**src/sv/tone_sequence_player_core_macros.svh**
```systemverilog
// Assertion macros used by the tone sequence player core.
// Depends on nothing; included by the file that carries assertions.
`ifndef TONE_SEQUENCE_PLAYER_CORE_MACROS_SVH
`define TONE_SEQUENCE_PLAYER_CORE_MACROS_SVH

// Plain property, checked on every rising edge outside reset.
`define TSP_ASSERT(lbl, clk, rst_n, prop, msg) \
	lbl: assert property (@(posedge clk) disable iff (!rst_n) prop) else $error(msg);

// Same-cycle implication.
`define TSP_ASSERT_IMP(lbl, clk, rst_n, ante, cons, msg) \
	`TSP_ASSERT(lbl, clk, rst_n, (ante) |-> (cons), msg)

// Next-cycle implication.
`define TSP_ASSERT_NEXT(lbl, clk, rst_n, ante, cons, msg) \
	`TSP_ASSERT(lbl, clk, rst_n, (ante) |=> (cons), msg)

`endif

```
**src/sv/tsp_pkg.sv**
```systemverilog
// Shared types, constants and helper functions of the tone sequence player.
// Depends on nothing; used by every other RTL file of the block but the macro header.
package tsp_pkg;

	// Store geometry.
	localparam int MAX_EFFECTS      = 16;
	localparam int NOTES_PER_EFFECT = 16;
	localparam int SLOTS            = MAX_EFFECTS * NOTES_PER_EFFECT;

	localparam int EFF_W  = (MAX_EFFECTS > 1) ? $clog2(MAX_EFFECTS) : 1;
	localparam int NOTE_W = (NOTES_PER_EFFECT > 1) ? $clog2(NOTES_PER_EFFECT) : 1;
	localparam int SLOT_W = (SLOTS > 1) ? $clog2(SLOTS) : 1;
	localparam int POS_W  = $clog2(NOTES_PER_EFFECT + 1);

	// Field widths.
	localparam int OP_W   = 2;
	localparam int TIME_W = 32;
	localparam int SEL_W  = 4;
	localparam int FREQ_W = 16;
	localparam int DUR_W  = 16;
	localparam int LEN_W  = 5;
	localparam int REP_W  = 8;
	localparam int CNT_W  = 5;
	localparam int CMP_W  = (POS_W > LEN_W) ? POS_W : LEN_W;

	// Register port.
	localparam int PADDR_W = 3;
	localparam int PDATA_W = 32;
	localparam logic REG_IDX_SOUND_COUNT = 1'b0;

	typedef enum logic [OP_W-1:0] {
		OP_TICK  = 2'd0,
		OP_START = 2'd1,
		OP_STOP  = 2'd2,
		OP_LOAD  = 2'd3
	} op_t;

	typedef struct packed {
		op_t               op;
		logic [TIME_W-1:0] time_now;
		logic [SEL_W-1:0]  ssel;
		logic [SEL_W-1:0]  nsel;
		logic [FREQ_W-1:0] freq;
		logic [DUR_W-1:0]  dur;
		logic [LEN_W-1:0]  len;
		logic [REP_W-1:0]  reps;
	} item_t;

	typedef struct packed {
		logic [FREQ_W-1:0] freq;
		logic [DUR_W-1:0]  dur;
	} note_t;

	typedef struct packed {
		logic [LEN_W-1:0] len;
		logic [REP_W-1:0] reps;
	} eff_t;

	typedef struct packed {
		logic [SLOT_W-1:0] slot_a;
		logic [SLOT_W-1:0] slot_b;
		logic [EFF_W-1:0]  eff;
	} rd_req_t;

	typedef struct packed {
		logic              en;
		logic [SLOT_W-1:0] slot;
		note_t             note;
		logic [EFF_W-1:0]  eff_idx;
		eff_t              eff;
	} wr_req_t;

	typedef struct packed {
		logic              tone_on;
		logic [FREQ_W-1:0] tone_freq;
		logic              playing;
		logic              finished;
	} status_t;

	// Effect index of a select field.
	function automatic logic [EFF_W-1:0] eff_of(input logic [SEL_W-1:0] sel);
		logic [SEL_W+EFF_W-1:0] ext;
		ext = {{EFF_W{1'b0}}, sel};
		return ext[EFF_W-1:0];
	endfunction

	// Note index of a select field.
	function automatic logic [NOTE_W-1:0] note_of(input logic [SEL_W-1:0] sel);
		logic [SEL_W+NOTE_W-1:0] ext;
		ext = {{NOTE_W{1'b0}}, sel};
		return ext[NOTE_W-1:0];
	endfunction

	// Note index of a play position; a position past the store maps to note 0.
	function automatic logic [NOTE_W-1:0] note_of_pos(input logic [POS_W-1:0] pos);
		logic [POS_W+NOTE_W-1:0] ext;
		ext = {{NOTE_W{1'b0}}, pos};
		return (pos >= POS_W'(NOTES_PER_EFFECT)) ? '0 : ext[NOTE_W-1:0];
	endfunction

	// Flat note store address of an effect and a note.
	function automatic logic [SLOT_W-1:0] slot_of(input logic [EFF_W-1:0] eff,
			input logic [NOTE_W-1:0] note);
		return SLOT_W'(eff) * SLOT_W'(NOTES_PER_EFFECT) + SLOT_W'(note);
	endfunction

	function automatic logic eff_in_range(input logic [SEL_W-1:0] sel);
		return 32'(sel) < 32'(MAX_EFFECTS);
	endfunction

	function automatic logic note_in_range(input logic [SEL_W-1:0] sel);
		return 32'(sel) < 32'(NOTES_PER_EFFECT);
	endfunction

endpackage

```
**src/sv/tsp_effect_store.sv**
```systemverilog
// Effect store: note count and repeat count of every effect, one read port.
// Depends on tsp_pkg; a write and a read of the same effect at one edge are forwarded.
module tsp_effect_store (
	input  logic             clk,
	input  logic             rd_en,
	input  tsp_pkg::rd_req_t rd_req,
	input  tsp_pkg::wr_req_t wr_req,
	output tsp_pkg::eff_t    eff_rd
);

	tsp_pkg::eff_t mem_q [tsp_pkg::MAX_EFFECTS];
	tsp_pkg::eff_t rd_q;
	tsp_pkg::eff_t fwd_q;
	logic          hit_q;

	// Write port.
	always_ff @(posedge clk) begin
		if (wr_req.en) begin
			mem_q[wr_req.eff_idx] <= wr_req.eff;
		end
	end

	// Registered read with same-edge forwarding.
	always_ff @(posedge clk) begin
		if (rd_en) begin
			rd_q  <= mem_q[rd_req.eff];
			hit_q <= wr_req.en && (wr_req.eff_idx == rd_req.eff);
			fwd_q <= wr_req.eff;
		end
	end

	assign eff_rd = hit_q ? fwd_q : rd_q;

endmodule

```
**config.mk**
```make
export PLATFORM = sky130hd
export DESIGN_NAME = tsp_effect_store
export DESIGN_NICKNAME = d
export VERILOG_FILES = /design/src/sv/tone_sequence_player_core_macros.svh /design/src/sv/tsp_pkg.sv /design/src/sv/tsp_effect_store.sv
export SDC_FILE = /design/constraint.sdc
export NUM_CORES = 1
export LEC_CHECK = 0
export BUFFER_PORTS_ARGS = -buffer_cell sky130_fd_sc_hd__buf_4
export CAP_MARGIN = 0
export CELL_PAD_IN_SITES_DETAIL_PLACEMENT = 0
export CELL_PAD_IN_SITES_GLOBAL_PLACEMENT = 1
export CORE_MARGIN = 2
export CORE_UTILIZATION = 30
export CTS_CLUSTER_DIAMETER = 100
export DETAILED_ROUTE_END_ITERATION = 8
export PLACE_DENSITY_LB_ADDON = 0.1
export REMOVE_ABC_BUFFERS = 1
export SETUP_SLACK_MARGIN = 0.5
export SLEW_MARGIN = 30
export SYNTH_ARGS = -nofsm -noshare
export SYNTH_HDL_FRONTEND = slang
export SYNTH_SLANG_ARGS = --single-unit
```
**constraint.sdc**
```tcl
create_clock -name clk -period 6.8 [get_ports clk]
set_clock_uncertainty 0.15 [all_clocks]
set_input_delay 1.36 -clock clk [delete_from_list [all_inputs] [get_ports clk]]
set_output_delay 1.36 -clock clk [all_outputs]
set_load 0.05 [all_outputs]
```
==> Word level (Yosys, flattened, before mapping) <==
Memory sizes are Yosys's and may differ from the RTL's. A register that Yosys moved wholly into a read port is not among the register bits.
Cells that the tools add are included.
W data, S select, Z words.
{ "word_totals": {"ramBits": 208, "wordCells": 9, "output_inout_bits": 13, "inputBits": 80, "mem_count": 1, "reg_bits": 14} }
{ "memory_table": {"columns": ["memory", "words", "width", "rd", "rd_ports_with_merged_regs", "write_ports", "line", "text"], "rows": [
  ["mem_q", 16, 13, 1, 1, 1, "tsp_effect_store.sv:11", "tsp_pkg::eff_t mem_q [tsp_pkg::MAX_EFFECTS];"]
]} }
{ "op_classes": {"n_eq_ne": 1, "reduce_logical": 1, "mux": 3} }
{ "op_table": {"columns": ["cell", "n"], "rows": [
  ["$mux W13", 1],
  ["$eq A4 B4 Y1", 1],
  ["$mux W1", 2],
  ["$logic_and A1 B1 Y1", 1]
]} }

==> Longest topological paths before layout <==
{ "depth": {"ltp_word": 2, "depth_mapped": 5, "depth_no_buf": 3} }

==> Least setup slack after synthesis <==
OpenSTA, ideal clock, no wires.
{ "synth_timing": {"path_kind": "input to register", "start": "in wr_req[15] in the netlist's numbering", "end": "mem mem_q[0][0] in the netlist's numbering, enable pin", "stages": 2, "setup_slack_ns": 3.446, "arrival_time_ns": 2.805, "n_path_buf": 0, "required_ns": 6.250, "setup_ns": 0.400, "path_cell_list": "or3b_2 nor3_1"} }
{ "synth_rtl": {"columns": ["element", "line", "text"], "rows": [
  ["from (decl)", "tsp_effect_store.sv:7", "input tsp_pkg::wr_req_t wr_req,"],
  ["to (decl)", "tsp_effect_store.sv:11", null]
]} }
Straight into the memory's write port.

==> metrics <==
area leader, netlist=edfxtp_1; worst r2r dst=rd_q[2]$_DFFE_PP_; Vias per Instance=4.78; setup_tns=0 ns; Cells after Synth=391; setup bufs post-CTS=0; largest net degree at the start of global routing=54; period utilization=51.4%; HPWL after DPL=approximately 12000 µm; Syn-to-layout area delta=18.5%; Hold Path Class=flop to flop; CP Data Arrival Time=1.99 ns; nets=535; HP Start=mem_q[14][7]$_DFFE_PP_; Total GRT Usage=between 10% and 20%; CP Launch Point=hit_q$_DFFE_PP_; first-pass GRT wire length=just over 30000 µm; hold buffer count at cts=0; largest family of logic cells by synthesized area=multiplexers; num rows=63; status=complete, no violations; Bufs on Longest Clock Path=3; vias in the first global route=between 4000 and 5000; drt wl/cell=~25 µm; FF-to-FF Start=mem_q[1][2]$_DFFE_PP_; via count=a little over 4000; Min-Delay Path Depth=3; n_diodes=0; Ys Warns=0; number of flops mapped to enable cells by yosys=between 200 and 250; Die W=177 µm; Yosys cell types=22; synthesized flop and latch total=approximately 240; worst slew pin tran=between 0.9 and 1 ns; min Tclk post-route=approximately 3.5 ns; CTS tree=yes; ys flop type=edfxtp_1; VDD IR-drop max=~140 µV; H-tree Lvls=1; Synth top area share=about four fifths; Die H=roughly 180 µm; Worst Path Max Fanout=7; Adder-Cell Fraction of Synth Area=0%; Max Fclk=~290 MHz; GP Congestion=about 0.69; CTS buffer count=27; grt ovf=0; ranking of synthesized cells by area=edfxtp_1, mux4_2, mux4_1; port bufs=36; Max Cap Viol=0; Fin. Hold Viols=0; # fillers=between 2000 and 3000; pins over their slew limit=0; I/O pin cnt=just over 90; clock slew at reported path FFs=around 0.060 ns; initial antenna violation count=0; Post-CTS Resized=0; Final WS setup=3.30 ns; Cell Area, Synth=between 8000 and 9000 µm²; mux contribution to synthesized area=approximately 15%; clock sink count=roughly 240; residual DRC count=0; Clk Latency, worst-skew pair=0.54 ns; Synth Area in Simple Gates=under 10%; die area=31300 µm²; CP Class=flop to output pin; flop2flop setup slack=5.13 ns; pwr dens=~300 nW/µm²; required time of the critical path=approximately 5.3 ns; drt total wl=21200 µm; post-synthesis compound-gate area fraction=2.17%; Slew headroom=between 30% and 40%; Setup WS pre-CTS=between 2 and 3 ns; TritonRoute pass-1 iters=4; most frequent cells in the layout=edfxtp_1, buf_4, mux4_2, clkbuf_16, a22oi_1; crit path launch type=flop; R2R cell count=3; xor/xnor share of the synthesized area=0.390%; register area share after synthesis=between 70 and 80%; unrepaired setup endpoints after global routing=no; Antenna Nets Post-Route=0; CORE AREA=around 30000 µm²; Setup crit end kind=output pin; layout cell share with drive strength beyond 1=31.2%; syn avg cell area=23.0 µm²; async set-reset flop share out of synthesis=0%; clk root buf=clkbuf_16; initial DRC count=around 210; Finish-stage setup viols=0; Worst Hold Endpoint=rd_q[7]$_DFFE_PP_; commonest non-fill, non-tap cell in the layout=edfxtp_1; Initial Util=a little under a third; Pleak=3.46 nW
[through the flow]
stage	power, mW	instance area [µm²]	std cells	utilization [%]	hold WS, ns
4_1_cts	3.24	10600	864	36.0	0.609
3_3_place_gp	1.88	9780	815	33.1	0.591
5_1_grt	3.31	10600	864	36.0	0.625
2_1_floorplan	1.78	8860	372	-	0.560
6_report	3.20	10600	864	36.0	0.599
3_5_place_dp	1.88	9810	816	33.2	0.591
[per-layer routing]
metal / wire length, µm / vias up / GRT usage, %
met1: 9210 / 2219 / 18.1
li1: - / 1794 / -
met2: 10700 / 83 / 23.8
met4: 498 / 0 / 4.24
met3: 751 / 30 / 1.89
met5: 0 / - / 0
[Yosys cell counts (2+ instances only)]
cell	instances
mux2_2	13
nand2b_1	2
buf_6	4
a22oi_1	26
xor2_1	3
nor3_1	4
clkbuf_1	10
mux4_2	34
edfxtp_1	235
nor2b_1	2
mux4_1	18
nand3b_1	2
buf_2	2
nand2_1	15
buf_4	2
nor2_1	13
[worst max-delay path by stage]
| stage | cells past startpoint | to | slack [ns] |
|---|---|---|---|
| floorplan | 2 | mem_q[0][0]$_DFFE_PP_ | 3.45 |
| global placement | 5 | rd_q[2]$_DFFE_PP_ | 2.79 |
| detailed placement | 5 | rd_q[2]$_DFFE_PP_ | 2.81 |
| CTS | 3 | eff_rd[9] | 3.23 |
| global route | 3 | eff_rd[9] | 3.20 |
| finish | 3 | eff_rd[9] | 3.30 |
[layout make-up]
class,instances,area (µm²),area share [%]
Clock buffer,31,691,6.49
Tap cell,390,488,4.59
Multi-Input combinational cell,137,1850,17.4
Sequential cell,235,7060,66.4
Clock inverter,17,136,1.28
Timing Repair Buffer,54,413,3.88
[sequential cells by signal, summed over array words and instances (netlist names)]
signal / count
fwd_q: 13
hit_q: 1
mem_q: 208
rd_q: 13
[cell families after synthesis]
| kind of cell | count (synthesis) |
|---|---|
| and+or+nand+nor | 42 |
| xor gates and xnor gates | 4 |
| AOI/OAI and AO/OA | 26 |
| buffers and inverters | 19 |
| muxes | 65 |
| DFF | 235 |
[where the power goes]
group | internal, mW | leakage [nW] | total, mW | switching, mW
clock network | 0.800 | 0.411 | 1.35 | 0.554
registers | 1.64 | 2.15 | 1.65 | 0.00919
logic | 0.0745 | 0.903 | 0.199 | 0.124
[worst max-delay path, cell delays in order (launching register included)]
cell,delay [ns]
edfxtp_1,0.66
buf_8,0.22
mux2_2,0.38
buf_4,0.20
Note: power is estimated with default switching activity, not from simulation.
