[config.mk]
export PLATFORM = sky130hd
export DESIGN_NAME = tsp_player
export DESIGN_NICKNAME = d
export VERILOG_FILES = /design/src/sv/tone_sequence_player_core_macros.svh /design/src/sv/tsp_pkg.sv /design/src/sv/tsp_player.sv
export SDC_FILE = /design/constraint.sdc
export NUM_CORES = 1
export LEC_CHECK = 0
export BUFFER_PORTS_ARGS = -buffer_cell sky130_fd_sc_hd__buf_2
export CORE_UTILIZATION = 35
export DETAILED_ROUTE_END_ITERATION = 8
export HOLD_SLACK_MARGIN = 0.08
export PLACE_DENSITY = 0.7
export SYNTH_ARGS = -nofsm -noshare
export SYNTH_HDL_FRONTEND = slang
export SYNTH_SLANG_ARGS = --single-unit
[constraint.sdc]
create_clock -name clk -period 13 [get_ports clk]
set_clock_uncertainty 0.05 [all_clocks]
set_input_delay 3.25 -clock clk [delete_from_list [all_inputs] [get_ports clk]]
set_output_delay 3.25 -clock clk [all_outputs]
set_load 0.01 [all_outputs]
[src/sv/tone_sequence_player_core_macros.svh]
// Assertion macros used by the tone sequence player core.
// Depends on nothing; included by the file that carries assertions.
`ifndef TONE_SEQUENCE_PLAYER_CORE_MACROS_SVH
`define TONE_SEQUENCE_PLAYER_CORE_MACROS_SVH

// Plain property, checked on every rising edge outside reset.
`define TSP_ASSERT(lbl, clk, rst_n, prop, msg) \
	lbl: assert property (@(posedge clk) disable iff (!rst_n) prop) else $error(msg);

// Same-cycle implication.
`define TSP_ASSERT_IMP(lbl, clk, rst_n, ante, cons, msg) \
	`TSP_ASSERT(lbl, clk, rst_n, (ante) |-> (cons), msg)

// Next-cycle implication.
`define TSP_ASSERT_NEXT(lbl, clk, rst_n, ante, cons, msg) \
	`TSP_ASSERT(lbl, clk, rst_n, (ante) |=> (cons), msg)

`endif

[src/sv/tsp_pkg.sv]
// Shared types, constants and helper functions of the tone sequence player.
// Depends on nothing; used by every other RTL file of the block but the macro header.
package tsp_pkg;

	// Store geometry.
	localparam int MAX_EFFECTS      = 16;
	localparam int NOTES_PER_EFFECT = 16;
	localparam int SLOTS            = MAX_EFFECTS * NOTES_PER_EFFECT;

	localparam int EFF_W  = (MAX_EFFECTS > 1) ? $clog2(MAX_EFFECTS) : 1;
	localparam int NOTE_W = (NOTES_PER_EFFECT > 1) ? $clog2(NOTES_PER_EFFECT) : 1;
	localparam int SLOT_W = (SLOTS > 1) ? $clog2(SLOTS) : 1;
	localparam int POS_W  = $clog2(NOTES_PER_EFFECT + 1);

	// Field widths.
	localparam int OP_W   = 2;
	localparam int TIME_W = 32;
	localparam int SEL_W  = 4;
	localparam int FREQ_W = 16;
	localparam int DUR_W  = 16;
	localparam int LEN_W  = 5;
	localparam int REP_W  = 8;
	localparam int CNT_W  = 5;
	localparam int CMP_W  = (POS_W > LEN_W) ? POS_W : LEN_W;

	// Register port.
	localparam int PADDR_W = 3;
	localparam int PDATA_W = 32;
	localparam logic REG_IDX_SOUND_COUNT = 1'b0;

	typedef enum logic [OP_W-1:0] {
		OP_TICK  = 2'd0,
		OP_START = 2'd1,
		OP_STOP  = 2'd2,
		OP_LOAD  = 2'd3
	} op_t;

	typedef struct packed {
		op_t               op;
		logic [TIME_W-1:0] time_now;
		logic [SEL_W-1:0]  ssel;
		logic [SEL_W-1:0]  nsel;
		logic [FREQ_W-1:0] freq;
		logic [DUR_W-1:0]  dur;
		logic [LEN_W-1:0]  len;
		logic [REP_W-1:0]  reps;
	} item_t;

	typedef struct packed {
		logic [FREQ_W-1:0] freq;
		logic [DUR_W-1:0]  dur;
	} note_t;

	typedef struct packed {
		logic [LEN_W-1:0] len;
		logic [REP_W-1:0] reps;
	} eff_t;

	typedef struct packed {
		logic [SLOT_W-1:0] slot_a;
		logic [SLOT_W-1:0] slot_b;
		logic [EFF_W-1:0]  eff;
	} rd_req_t;

	typedef struct packed {
		logic              en;
		logic [SLOT_W-1:0] slot;
		note_t             note;
		logic [EFF_W-1:0]  eff_idx;
		eff_t              eff;
	} wr_req_t;

	typedef struct packed {
		logic              tone_on;
		logic [FREQ_W-1:0] tone_freq;
		logic              playing;
		logic              finished;
	} status_t;

	// Effect index of a select field.
	function automatic logic [EFF_W-1:0] eff_of(input logic [SEL_W-1:0] sel);
		logic [SEL_W+EFF_W-1:0] ext;
		ext = {{EFF_W{1'b0}}, sel};
		return ext[EFF_W-1:0];
	endfunction

	// Note index of a select field.
	function automatic logic [NOTE_W-1:0] note_of(input logic [SEL_W-1:0] sel);
		logic [SEL_W+NOTE_W-1:0] ext;
		ext = {{NOTE_W{1'b0}}, sel};
		return ext[NOTE_W-1:0];
	endfunction

	// Note index of a play position; a position past the store maps to note 0.
	function automatic logic [NOTE_W-1:0] note_of_pos(input logic [POS_W-1:0] pos);
		logic [POS_W+NOTE_W-1:0] ext;
		ext = {{NOTE_W{1'b0}}, pos};
		return (pos >= POS_W'(NOTES_PER_EFFECT)) ? '0 : ext[NOTE_W-1:0];
	endfunction

	// Flat note store address of an effect and a note.
	function automatic logic [SLOT_W-1:0] slot_of(input logic [EFF_W-1:0] eff,
			input logic [NOTE_W-1:0] note);
		return SLOT_W'(eff) * SLOT_W'(NOTES_PER_EFFECT) + SLOT_W'(note);
	endfunction

	function automatic logic eff_in_range(input logic [SEL_W-1:0] sel);
		return 32'(sel) < 32'(MAX_EFFECTS);
	endfunction

	function automatic logic note_in_range(input logic [SEL_W-1:0] sel);
		return 32'(sel) < 32'(NOTES_PER_EFFECT);
	endfunction

endpackage

[src/sv/tsp_player.sv]
// Player state and its update: note position, repeats, time mark and tone.
// Depends on tsp_pkg; fed by tsp_note_store and tsp_effect_store read data.
module tsp_player (
	input  logic                       clk,
	input  logic                       arst_n,
	input  logic                       fire,
	input  tsp_pkg::item_t             item_s1,
	input  logic [tsp_pkg::SEL_W-1:0]  next_sel,
	input  tsp_pkg::note_t             note_a,
	input  tsp_pkg::note_t             note_b,
	input  tsp_pkg::eff_t              eff_rd,
	input  logic [tsp_pkg::CNT_W-1:0]  sound_count,
	output tsp_pkg::rd_req_t           rd_req,
	output tsp_pkg::wr_req_t           wr_req,
	output tsp_pkg::status_t           status
);

	logic [tsp_pkg::EFF_W-1:0]  active_q, active_n;
	logic [tsp_pkg::POS_W-1:0]  pos_q, pos_n;
	logic [tsp_pkg::REP_W-1:0]  rep_q, rep_n;
	logic [tsp_pkg::TIME_W-1:0] start_q, start_n;
	logic                       playing_q, playing_n;
	logic                       finished_q, finished_n;
	logic                       tone_q, tone_n;
	logic [tsp_pkg::FREQ_W-1:0] freq_q, freq_n;
	logic [tsp_pkg::FREQ_W-1:0] first_q, first_n;

	logic [tsp_pkg::TIME_W-1:0] elapsed;
	logic [tsp_pkg::POS_W-1:0]  pos_inc;
	logic [tsp_pkg::POS_W-1:0]  pos_n_inc;
	logic [tsp_pkg::REP_W-1:0]  rep_inc;
	logic                       due;
	logic                       wrap;
	logic                       last_rep;
	logic                       start_ok;
	logic                       load_ok;
	logic [tsp_pkg::FREQ_W-1:0] f_next;

	// Advance decision for the item in hand.
	assign elapsed  = item_s1.time_now - start_q;
	assign due      = elapsed >= tsp_pkg::TIME_W'(note_a.dur);
	assign pos_inc  = pos_q + tsp_pkg::POS_W'(1);
	assign rep_inc  = rep_q + tsp_pkg::REP_W'(1);
	assign wrap     = (tsp_pkg::CMP_W'(pos_inc) >= tsp_pkg::CMP_W'(eff_rd.len)) ||
		(pos_inc >= tsp_pkg::POS_W'(tsp_pkg::NOTES_PER_EFFECT));
	assign last_rep = rep_inc >= eff_rd.reps;
	assign f_next   = wrap ? first_q : note_b.freq;
	assign start_ok = tsp_pkg::eff_in_range(item_s1.ssel) &&
		(tsp_pkg::CNT_W'(item_s1.ssel) < sound_count);
	assign load_ok  = tsp_pkg::eff_in_range(item_s1.ssel) &&
		tsp_pkg::note_in_range(item_s1.nsel);

	// Next state; equal to the present state unless an item completes.
	always_comb begin
		active_n   = active_q;
		pos_n      = pos_q;
		rep_n      = rep_q;
		start_n    = start_q;
		playing_n  = playing_q;
		finished_n = finished_q;
		tone_n     = tone_q;
		freq_n     = freq_q;
		first_n    = first_q;
		if (fire) begin
			case (item_s1.op)
				tsp_pkg::OP_TICK, tsp_pkg::OP_START: begin
					if (playing_q) begin
						if (due) begin
							if (wrap) begin
								rep_n = rep_inc;
								if (last_rep) begin
									playing_n  = 1'b0;
									finished_n = 1'b1;
									tone_n     = 1'b0;
									freq_n     = '0;
									pos_n      = pos_inc;
								end else begin
									pos_n   = '0;
									tone_n  = (f_next != '0);
									freq_n  = f_next;
									start_n = item_s1.time_now;
								end
							end else begin
								pos_n   = pos_inc;
								tone_n  = (f_next != '0);
								freq_n  = f_next;
								start_n = item_s1.time_now;
							end
						end
					end else if ((item_s1.op == tsp_pkg::OP_START) && start_ok) begin
						active_n   = tsp_pkg::eff_of(item_s1.ssel);
						pos_n      = '0;
						rep_n      = '0;
						start_n    = item_s1.time_now;
						playing_n  = 1'b1;
						finished_n = 1'b0;
						tone_n     = (note_b.freq != '0);
						freq_n     = note_b.freq;
						first_n    = note_b.freq;
					end
				end
				tsp_pkg::OP_STOP: begin
					tone_n     = 1'b0;
					freq_n     = '0;
					playing_n  = 1'b0;
					finished_n = 1'b1;
				end
				tsp_pkg::OP_LOAD: begin
					// Keep the copy of the active effect's first note current.
					if (load_ok && (tsp_pkg::eff_of(item_s1.ssel) == active_q) &&
							(item_s1.nsel == '0)) begin
						first_n = item_s1.freq;
					end
				end
				default: begin
				end
			endcase
		end
	end

	// State registers.
	always_ff @(posedge clk or negedge arst_n) begin
		if (!arst_n) begin
			active_q   <= '0;
			pos_q      <= '0;
			rep_q      <= '0;
			start_q    <= '0;
			playing_q  <= 1'b0;
			finished_q <= 1'b1;
			tone_q     <= 1'b0;
			freq_q     <= '0;
			first_q    <= '0;
		end else begin
			active_q   <= active_n;
			pos_q      <= pos_n;
			rep_q      <= rep_n;
			start_q    <= start_n;
			playing_q  <= playing_n;
			finished_q <= finished_n;
			tone_q     <= tone_n;
			freq_q     <= freq_n;
			first_q    <= first_n;
		end
	end

	// Reads for the incoming beat follow the state this edge leaves behind.
	assign pos_n_inc     = pos_n + tsp_pkg::POS_W'(1);
	assign rd_req.slot_a = tsp_pkg::slot_of(active_n, tsp_pkg::note_of_pos(pos_n));
	assign rd_req.slot_b = playing_n ?
		tsp_pkg::slot_of(active_n, tsp_pkg::note_of_pos(pos_n_inc)) :
		tsp_pkg::slot_of(tsp_pkg::eff_of(next_sel), '0);
	assign rd_req.eff    = active_n;

	// Table writes from a load.
	assign wr_req.en        = fire && (item_s1.op == tsp_pkg::OP_LOAD) && load_ok;
	assign wr_req.slot      = tsp_pkg::slot_of(tsp_pkg::eff_of(item_s1.ssel),
		tsp_pkg::note_of(item_s1.nsel));
	assign wr_req.note.freq = item_s1.freq;
	assign wr_req.note.dur  = item_s1.dur;
	assign wr_req.eff_idx   = tsp_pkg::eff_of(item_s1.ssel);
	assign wr_req.eff.len   = item_s1.len;
	assign wr_req.eff.reps  = item_s1.reps;

	assign status.tone_on   = tone_q;
	assign status.tone_freq = freq_q;
	assign status.playing   = playing_q;
	assign status.finished  = finished_q;

endmodule

Yosys cells after proc, flatten, opt, wreduce, memory -nomap -nowiden
Index checks and enable logic that the tools add are counted.
{"block": "word_totals", "input_bits": 176, "reg_bits": 84, "word_cells": 106}
{"block": "classes", "muxes": 52, "n_reduce_logical": 17, "n_eq_ne": 14, "magnitude_cmp": 7, "n_addsub": 7}
{"cell": "32-bit 2-to-1 mux", "n": 5}
{"cell": "16-bit 2-to-1 mux", "n": 8}
{"cell": "16-bit case mux with 2 select lines", "n": 2}
{"cell": "8-bit 2-to-1 mux", "n": 5}
{"cell": "5-bit 2-to-1 mux", "n": 7}
{"cell": "32-bit by 16-bit greater-or-equal comparator with 1-bit output", "n": 1}
{"cell": "16-bit nonzero test", "n": 2}
{"cell": "32-bit subtractor", "n": 1}
{"cell": "8-bit by 4-bit adder with 8-bit output", "n": 3}
{"cell": "4-bit 2-to-1 mux", "n": 6}
{"cell": "1-bit 2-to-1 mux", "n": 16}
{"cell": "5-bit greater-or-equal comparator (second input constant)", "n": 3}
{"cell": "3-bit inequality test (second input constant)", "n": 5}
{"cell": "5-bit AND reduction", "n": 3}
{"cell": "5-bit by 1-bit adder with 5-bit output (second input constant)", "n": 2}
{"cell": "8-bit by 1-bit adder with 8-bit output (second input constant)", "n": 1}
{"cell": "8-bit greater-or-equal comparator", "n": 1}
{"cell": "2-bit inequality test (second input constant)", "n": 3}
{"cell": "1-bit case mux with 2 select lines", "n": 3}
{"cell": "6-bit AND reduction", "n": 1}
{"cell": "2-bit nonzero test", "n": 3}
{"cell": "5-bit greater-or-equal comparator", "n": 1}
{"cell": "4-bit by 5-bit < comparator with 1-bit output", "n": 1}
{"cell": "2-bit equality test (second input constant)", "n": 2}
{"cell": "other kinds (9)", "n": 12}

Longest topological paths before layout
Gate-level depths: netlist of run 1.
{"block": "logic_depth", "depth_word": 13, "depth_mapped": 26}

Worst setup path after synthesis of run 1
OpenSTA, ideal clock, no wires.
{"block": "synth_path", "path_type": "in2out", "start": "input item_s1[53] (netlist name)", "end": "output rd_req[7] (netlist name)", "path_slack_ns": 1.685, "cell_stages": 24, "t_required_ns": 9.700, "path_buffers": 0, "arrival_time_ns": 8.015, "path_cell_list": "inv_1 -> ha_1 -> fa_1 -> nor2b_1 -> o2111a_2 -> or3_4 -> nand2_1 -> o21ai_0 -> xor2_1 -> ha_1 -> a21o_1 -> a211oi_1 -> a311oi_1 -> or4_1 -> nor4_1 -> and4_2 -> nand3_4 -> nand3b_1 -> a21boi_0 -> inv_1 -> ha_1 -> a311o_1 -> a211o_1 -> a31oi_1"}
{"item": "start: declaration", "line": "tsp_player.sv:7", "rtl": "input tsp_pkg::item_t item_s1,"}
{"item": "end: declaration", "line": "tsp_player.sv:13", "rtl": "output tsp_pkg::rd_req_t rd_req,"}

==> results by group, run 1 <==
Status
  • Status: complete, no violations

Clocking
  • Post-CTS Setup Bufs: 0
  • CTS Sinks: 84
  • Worst-skew pair later-pin latency: around 350 ps
  • Post-cts sizing count: 0
  • Reg clk slew, reported paths: approximately 70 ps
  • Total CTS buffers: 9
  • Hold buffers post-CTS: 0
  • Clock root buffer: clkbuf_16
  • CTS tree: built
  • CTS Buffer Depth: 2
  • H-Tree Depth: 3

Pwr
  • Comb power frac: 50.4%
  • PwrDens: 147.5 nW/um^2
  • Static leakage: 4.240 nW
  • Reg power frac: 28.2%
  • Sw Pwr: 536.9 uW
  • Clk pwr share: 21.4%
  • Overall power: between 1 and 1.5 mW
  • Worst vdd ir: 74.97 uV
  • Int Power: 750.0 uW
  • Switch share: 41.72%

Floorplanning
  • Die Y: roughly 150 um
  • Initial Util: 35.72%
  • Die width: between 150 and 200 um
  • Die Area: 22870 um^2
  • Core Area: 21820 um^2
  • Num rows: 54
  • Num ports: 273

Cells and area
  • FILL cells: between 2000 and 2500
  • Synth-to-layout area growth: 11.96%
  • Reg area: 2103 um^2
  • Nets: roughly 1200
  • Area of the multi-input gates: between 4000 and 5000 um^2
  • Layout cell share with drive strength beyond 1: 26.31%
  • Cell Count, Final, Fillers Out: 1293
  • Final design utilization: between 30% and 40%

Detailed routing
  • First-pass detailed-route iteration total: 5
  • Drt wl/cell: 15.32 um
  • Drt total wl: 19810 um
  • Via count: 6920
  • Iteration-0 DRC Markers: between 200 and 300
  • Routed Antenna Nets: 0
  • Vias per Instance: 5.352
  • Post-route DRC violation count: 0

Critical path
  • Worst Path Required: 9700 ps
  • Worst setup path class: in -> out
  • CP Capture Type: output pin
  • CP Max Fanout: 10
  • CP Launch Type: input port
  • Worst Path Arrival: 8880 ps

Placed design
  • Post-DP HPWL: 15480 um
  • Post-Place Setup Slack: roughly 900 ps
  • RePlAce Congestion: 0.8849
  • Inst Count DP: 1275
  • Port Buffers: 182

Job
  • Max_cap viols: 0

STA
  • # setup viols final: 0
  • Period utilization: 93.71%
  • Final Critical Period: 12180 ps
  • Slew headroom: 16.57%
  • Pins Over Slew Limit: 0
  • RSZ-0062 raised after global routing: false
  • F_max: a little over 80 MHz
  • Sum Neg Setup Slack: 0 ps
  • Worst Slack Setup Final: 818.3 ps
  • Measured slew at the worst slew-check pin: approximately 1200 ps
  • Hold Vio Cnt, Final: 0

Logic synthesis
  • Cell types occupying the most area after synthesis: dfrtp_1, ha_1, buf_4
  • Largest family of logic cells by synthesized area: compound AO/OA/AOI/OAI gates
  • Synth top cells by count: dfrtp_1, inv_1, nand2_1
  • Syn avg cell area: about 8.5 um^2
  • Most common cell in the netlist: dfrtp_1
  • Share of synthesized cell area in full adder, half adder and majority cells: 10.85%
  • Post-Syn Instances: 913
  • Synth cell types: 85
  • XOR/XNOR Fraction of Synth Area: 3.708%
  • Synth Flop Type: dfrtp_1
  • Sequential area share after synthesis: a little over a quarter
  • Seq cells post-synth: 84
  • Synth Area in Simple Gates: 16.40%
  • Synthesized area: 7795 um^2
  • Post-synth top area share: 26.65%
  • Synth Warn #: 0
  • Mux share of post-synthesis cell area: 7.961%
  • EDFF count, synth: 0
  • Synth Area in Compound Gates: 21.61%
  • Synth async-reset ratio: 100.0%
  • Net Count, Synth: between 1000 and 1500
  • Yosys top cell by area: dfrtp_1

GRT
  • Initial antenna violation count: 4
  • Global-route wire length before repair: around 32000 um
  • Vias in the first global route: around 6500
  • GR Overflow Total: 0
  • GR Util All Layers: 17.64%
  • Largest net degree at the start of global routing: a little under 70

Hold path
  • Tightest Hold Check Type: reg -> reg
-- cell type report --
type,count,area share [%]
inverter,79,3.398
tap,280,4.014
clock inverter,7,0.9749
sequential,84,24.10
multi-input combinational,647,54.15
clock buffer,9,2.581
timing repair buffer,185,10.72
antenna,2,0.05735
-- logic make-up after synthesis --
logic type / count (synthesis)
multiplexers: 57
XOR/XNOR: 33
flip-flops: 84
buffers and inverters: 182
AND/OR/NAND/NOR: 245
AO/OA/AOI/OAI: 245
adder cells (fa/ha/maj): 67
-- cells in the final DEF, fill, tap and decap left out, types with 6 or more instances in the layout --
| cell | n |
|---|---|
| a211o_1 | 6 |
| a211oi_1 | 6 |
| a21o_1 | 14 |
| a21oi_1 | 65 |
| a22oi_1 | 19 |
| buf_2 | 181 |
| clkbuf_16 | 9 |
| dfrtp_1 | 83 |
| ha_1 | 66 |
| inv_1 | 79 |
| mux2_2 | 40 |
| mux2i_1 | 17 |
| nand2_1 | 74 |
| nand2b_1 | 11 |
| nand3_1 | 19 |
| nand4_1 | 14 |
| nor2_1 | 52 |
| nor2b_1 | 7 |
| nor3_1 | 14 |
| nor4_1 | 11 |
| o21a_1 | 7 |
| o21ai_0 | 53 |
| o41ai_1 | 18 |
| xnor2_1 | 21 |
| xor2_1 | 12 |
-- power by group through the flow --
stage | clock, mW | combinational, mW | sequential, mW
2_1_floorplan | 0 | 0.506 | 0.360
3_3_place_gp | 0 | 0.630 | 0.365
3_5_place_dp | 0 | 0.644 | 0.368
4_1_cts | 0.283 | 0.648 | 0.363
5_1_grt | 0.295 | 0.730 | 0.372
6_report | 0.275 | 0.648 | 0.363
-- per-layer routing --
layer / vias to the layer above / wire (um) / global-route usage (%)
met2: 190 / 9451 / 28.95
met3: 31 / 1140 / 3.012
met4: 4 / 396 / 6.350
met5: - / 25 / 0
met1: 3265 / 8796 / 23.14
li1: 3430 / - / -
-- registers in the layout, summed over array words and instances, names as in the netlist --
signal and count:
start_q 32, freq_q 16, rep_q 8, active_q 4, pos_q 5, playing_q 1, finished_q 1, first_q 16
tone_q 1
-- path summary, 6_finish.rpt --
check | from | end | slack [ps] | cells after the start
max | item_s1[53] | rd_req[7] | 820 | 26
min | rep_q[6]$_DFFE_PN0P_ | rep_q[6]$_DFFE_PN0P_ | 440 | 2
max reg2reg | start_q[0]$_DFFE_PN0P_ | freq_q[15]$_DFFE_PN0P_ | 7290 | 19
min reg2reg | rep_q[6]$_DFFE_PN0P_ | rep_q[6]$_DFFE_PN0P_ | 440 | 2
max in group asynchronous | arst_n | start_q[1]$_DFFE_PN0P_ | 8990 | 2
min in group asynchronous | arst_n | start_q[6]$_DFFE_PN0P_ | 2730 | 1
-- through the flow --
stage	hold slack [ps]	area, um^2
2_1_floorplan	399.8	7795
3_3_place_gp	415.7	8412
3_5_place_dp	422.6	8412
4_1_cts	439.3	8722
5_1_grt	456.9	8722
6_report	435.8	8727
-- worst max-delay path, stage by stage --
cell      delay (ps)
buf_2             70
inv_1             40
ha_1             210
fa_1             410
nor2b_1          210
o2111a_2         270
or3_4            170
nand2_1           70
o21ai_0          210
xor2_1           190
ha_1             260
a21o_1           180
a211oi_1         230
a311oi_1         160
or4_1            450
nor4_1           280
and4_2           350
nand3_4          150
nand3b_1         130
a21boi_0         270
inv_1            110
ha_1             270
a311o_1          280
a211o_1          290
a31oi_1          200
buf_2            170
Power figures use the tool's default switching activity.
==> inputs of run 2 (changes only) <==
clock period = 12.7 ns   (was 13 ns; I/O delays follow)
==> run 2 against run 1 <==
Compared with the run above: setup slack got worse by 120 ps; final cell count did not move; die area did not move; combinational power rose by 2%; critical path type unchanged; critical endpoint unchanged.
==> results by group, run 2 (synthesis results as in run 1) <==
Cells and area
  • Synth-to-layout area growth: 11.85% (was 11.96%)
  • Layout cell share with drive strength beyond 1: 26.31% (unchanged)
  • Most common cell after layout, fill and taps aside: buf_2 (unchanged)
  • Max FFs per register: 32 (unchanged)
  • Most frequent cells in the layout: buf_2, dfrtp_1, inv_1, nand2_1, ha_1 (unchanged)
  • Largest Register: start_q (unchanged)
  • Nets: 1249 (unchanged)
  • Biggest regs: start_q: 32 flops, first_q: 16 flops, freq_q: 16 flops (unchanged)

Critical path
  • RR Startpoint: start_q[0]$_DFFE_PN0P_ (unchanged)
  • Worst Path Arrival: 8770 ps (was 8880 ps)
  • R2R Setup Slk: 7030 ps (was 7290 ps)
  • CP Launch Type: input port (unchanged)
  • Worst-case reg-to-reg path depth: 19 (unchanged)
  • CP Capture Type: output pin (unchanged)
  • Terminus of the critical flop-to-flop path: freq_q[5]$_DFFE_PN0P_ (was freq_q[15]$_DFFE_PN0P_)
  • Worst Path Required: 9470 ps (was 9700 ps)
  • CP Max Fanout: 10 (unchanged)
  • Worst setup path class: in -> out (unchanged)

GRT
  • Largest net degree at the start of global routing: 68 (unchanged)
  • Initial antenna violation count: 4 (unchanged)
  • GR Overflow Total: 0 (unchanged)
  • Global-route wire length before repair: 31660 um (was 32060 um)
  • GR Util All Layers: 17.34% (was 17.64%)
  • Vias in the first global route: 6452 (was 6457)

Hold path
  • Hold depth: 2 (unchanged)
  • Hold Path Origin: rep_q[6]$_DFFE_PN0P_ (unchanged)
  • Tightest Hold Check Type: reg -> reg (unchanged)
  • Hold Crit Endpoint: rep_q[6]$_DFFE_PN0P_ (unchanged)

Detailed routing
  • Iteration-0 DRC Markers: 282 (was 284)
  • First-pass detailed-route iteration total: 7 (was 5)
  • Drt wl/cell: 15.27 um (was 15.32 um)
  • Routed Antenna Nets: 0 (unchanged)
  • Via count: 6895 (was 6920)
  • Post-route DRC violation count: 0 (unchanged)
  • Drt total wl: 19740 um (was 19810 um)
  • Vias per Instance: 5.333 (was 5.352)

Job
  • Max_cap viols: 0 (unchanged)

STA
  • Pins Over Slew Limit: 0 (unchanged)
  • Hold Vio Cnt, Final: 0 (unchanged)
  • RSZ-0062 raised after global routing: false (unchanged)
  • Sum Neg Setup Slack: 0 ps (unchanged)
  • Period utilization: around 94%
  • Worst Slack Setup Final: 701.6 ps (was 818.3 ps)
  • # setup viols final: 0 (unchanged)
  • Measured slew at the worst slew-check pin: 1231 ps (was 1247 ps)
  • Slew headroom: 17.69% (was 16.57%)
  • F_max: 83.34 MHz
  • Final Critical Period: approximately 12000 ps

Clocking
  • CTS tree: built (unchanged)
  • Clock root buffer: clkbuf_16 (unchanged)
  • Reg clk slew, reported paths: 70 ps (about the same)
  • Hold buffers post-CTS: 0 (unchanged)
  • CTS Buffer Depth: 2 (unchanged)
  • Total CTS buffers: 9 (unchanged)
  • Worst-skew pair later-pin latency: 350 ps (about the same)
  • H-Tree Depth: 3 (unchanged)
  • CTS Sinks: 84 (unchanged)
  • Post-CTS Setup Bufs: 0 (unchanged)
  • Post-cts sizing count: 0 (unchanged)

Status
  • Status: complete, no violations (unchanged)

Pwr
  • Static leakage: 4.240 nW (about the same)
  • Overall power: 1.306 mW (was 1.287 mW)
  • PwrDens: 149.8 nW/um^2 (was 147.5 nW/um^2)
  • Worst vdd ir: 72.56 uV (was 74.97 uV)

Placed design
  • Post-DP HPWL: 15260 um (was 15480 um)
  • RePlAce Congestion: 0.8873 (was 0.8849)
  • Post-Place Setup Slack: 760.9 ps (was 893.4 ps)
  • Port Buffers: 182 (unchanged)

Floorplanning
  • Die Y: 151.2 um (unchanged)
  • Die Area: 22870 um^2 (unchanged)
  • Num rows: 54 (unchanged)
  • Die width: 151.2 um (unchanged)
  • Initial Util: 35.72% (unchanged)
  • Core Area: 21820 um^2 (unchanged)
  • Num ports: 273 (unchanged)
==> run 2: changes by cell type in the layout (fill, tap and decap cells not counted) <==
cell,previous run,this run
bufinv_16,1,0
clkinv_2,1,0
clkinv_4,1,3
clkinvlp_4,1,0
inv_6,2,0
inv_8,0,3
==> run 2: layout make-up <==
type / instances / area [um^2]
clock buffers: 9 / 225.2
diodes: 2 / 5.005
repair buffers: 185 / 935.9
inverters: 79 / 296.5
clock inverters: 7 / 76.32
fillers: 2235 / 13110
flip-flops and latches: 84 / 2103
multi-input cells: 647 / 4726
well taps: 280 / 350.3
==> run 2: worst max-delay path, cell delays in order <==
cell and delay [ps]:
buf_2 70, inv_1 40, ha_1 210, fa_1 410, nor2b_1 210, o2111a_2 280
or3_4 170, nand2_1 70, o21ai_0 210, xor2_1 190, ha_1 260, a21o_1 180
a211oi_1 220, a311oi_1 150, or4_1 440, nor4_1 260, and4_2 340, nand3_4 160
nand3b_1 130, a21boi_0 260, inv_1 120, ha_1 270, a311o_1 280, a211o_1 280
a31oi_1 200, buf_2 170
==> run 2: per-stage QoR <==
stage / hold WS, ps / area, um^2 / std cells / utilization, %
floorplan: 399.8 / 7795 / 913 / -
global placement: 415.7 / 8412 / 1275 / 38.54
detailed placement: 426.7 / 8412 / 1275 / 38.54
CTS: 443.4 / 8713 / 1291 / 39.93
global route: 470.2 / 8713 / 1291 / 39.93
finish: 438.6 / 8718 / 1293 / 39.95
==> run 2: worst max-delay path by stage <==
| stage | cells past startpoint | from | endpoint |
|---|---|---|---|
| after global routing | 26 | item_s1[53] | rd_req[7] |
| after CTS | 26 | item_s1[53] | rd_req[7] |
| after floorplan | 24 | item_s1[53] | rd_req[7] |
| after global placement | 26 | item_s1[53] | rd_req[7] |
| after detailed placement | 26 | item_s1[53] | rd_req[7] |
| final | 26 | item_s1[53] | rd_req[7] |
==> run 2: power breakdown <==
part | switching (mW) | internal, mW
Sequential | 0.0434 | 0.329
Clock | 0.131 | 0.140
Combinational | 0.380 | 0.283
==> run 2: layer usage <==
metal	up-vias	wire length [um]	GRT usage (%)
met1	3268	9017	22.61
met3	27	983	2.892
met2	167	9368	28.95
met5	-	29	0
li1	3429	-	-
met4	4	345	5.550
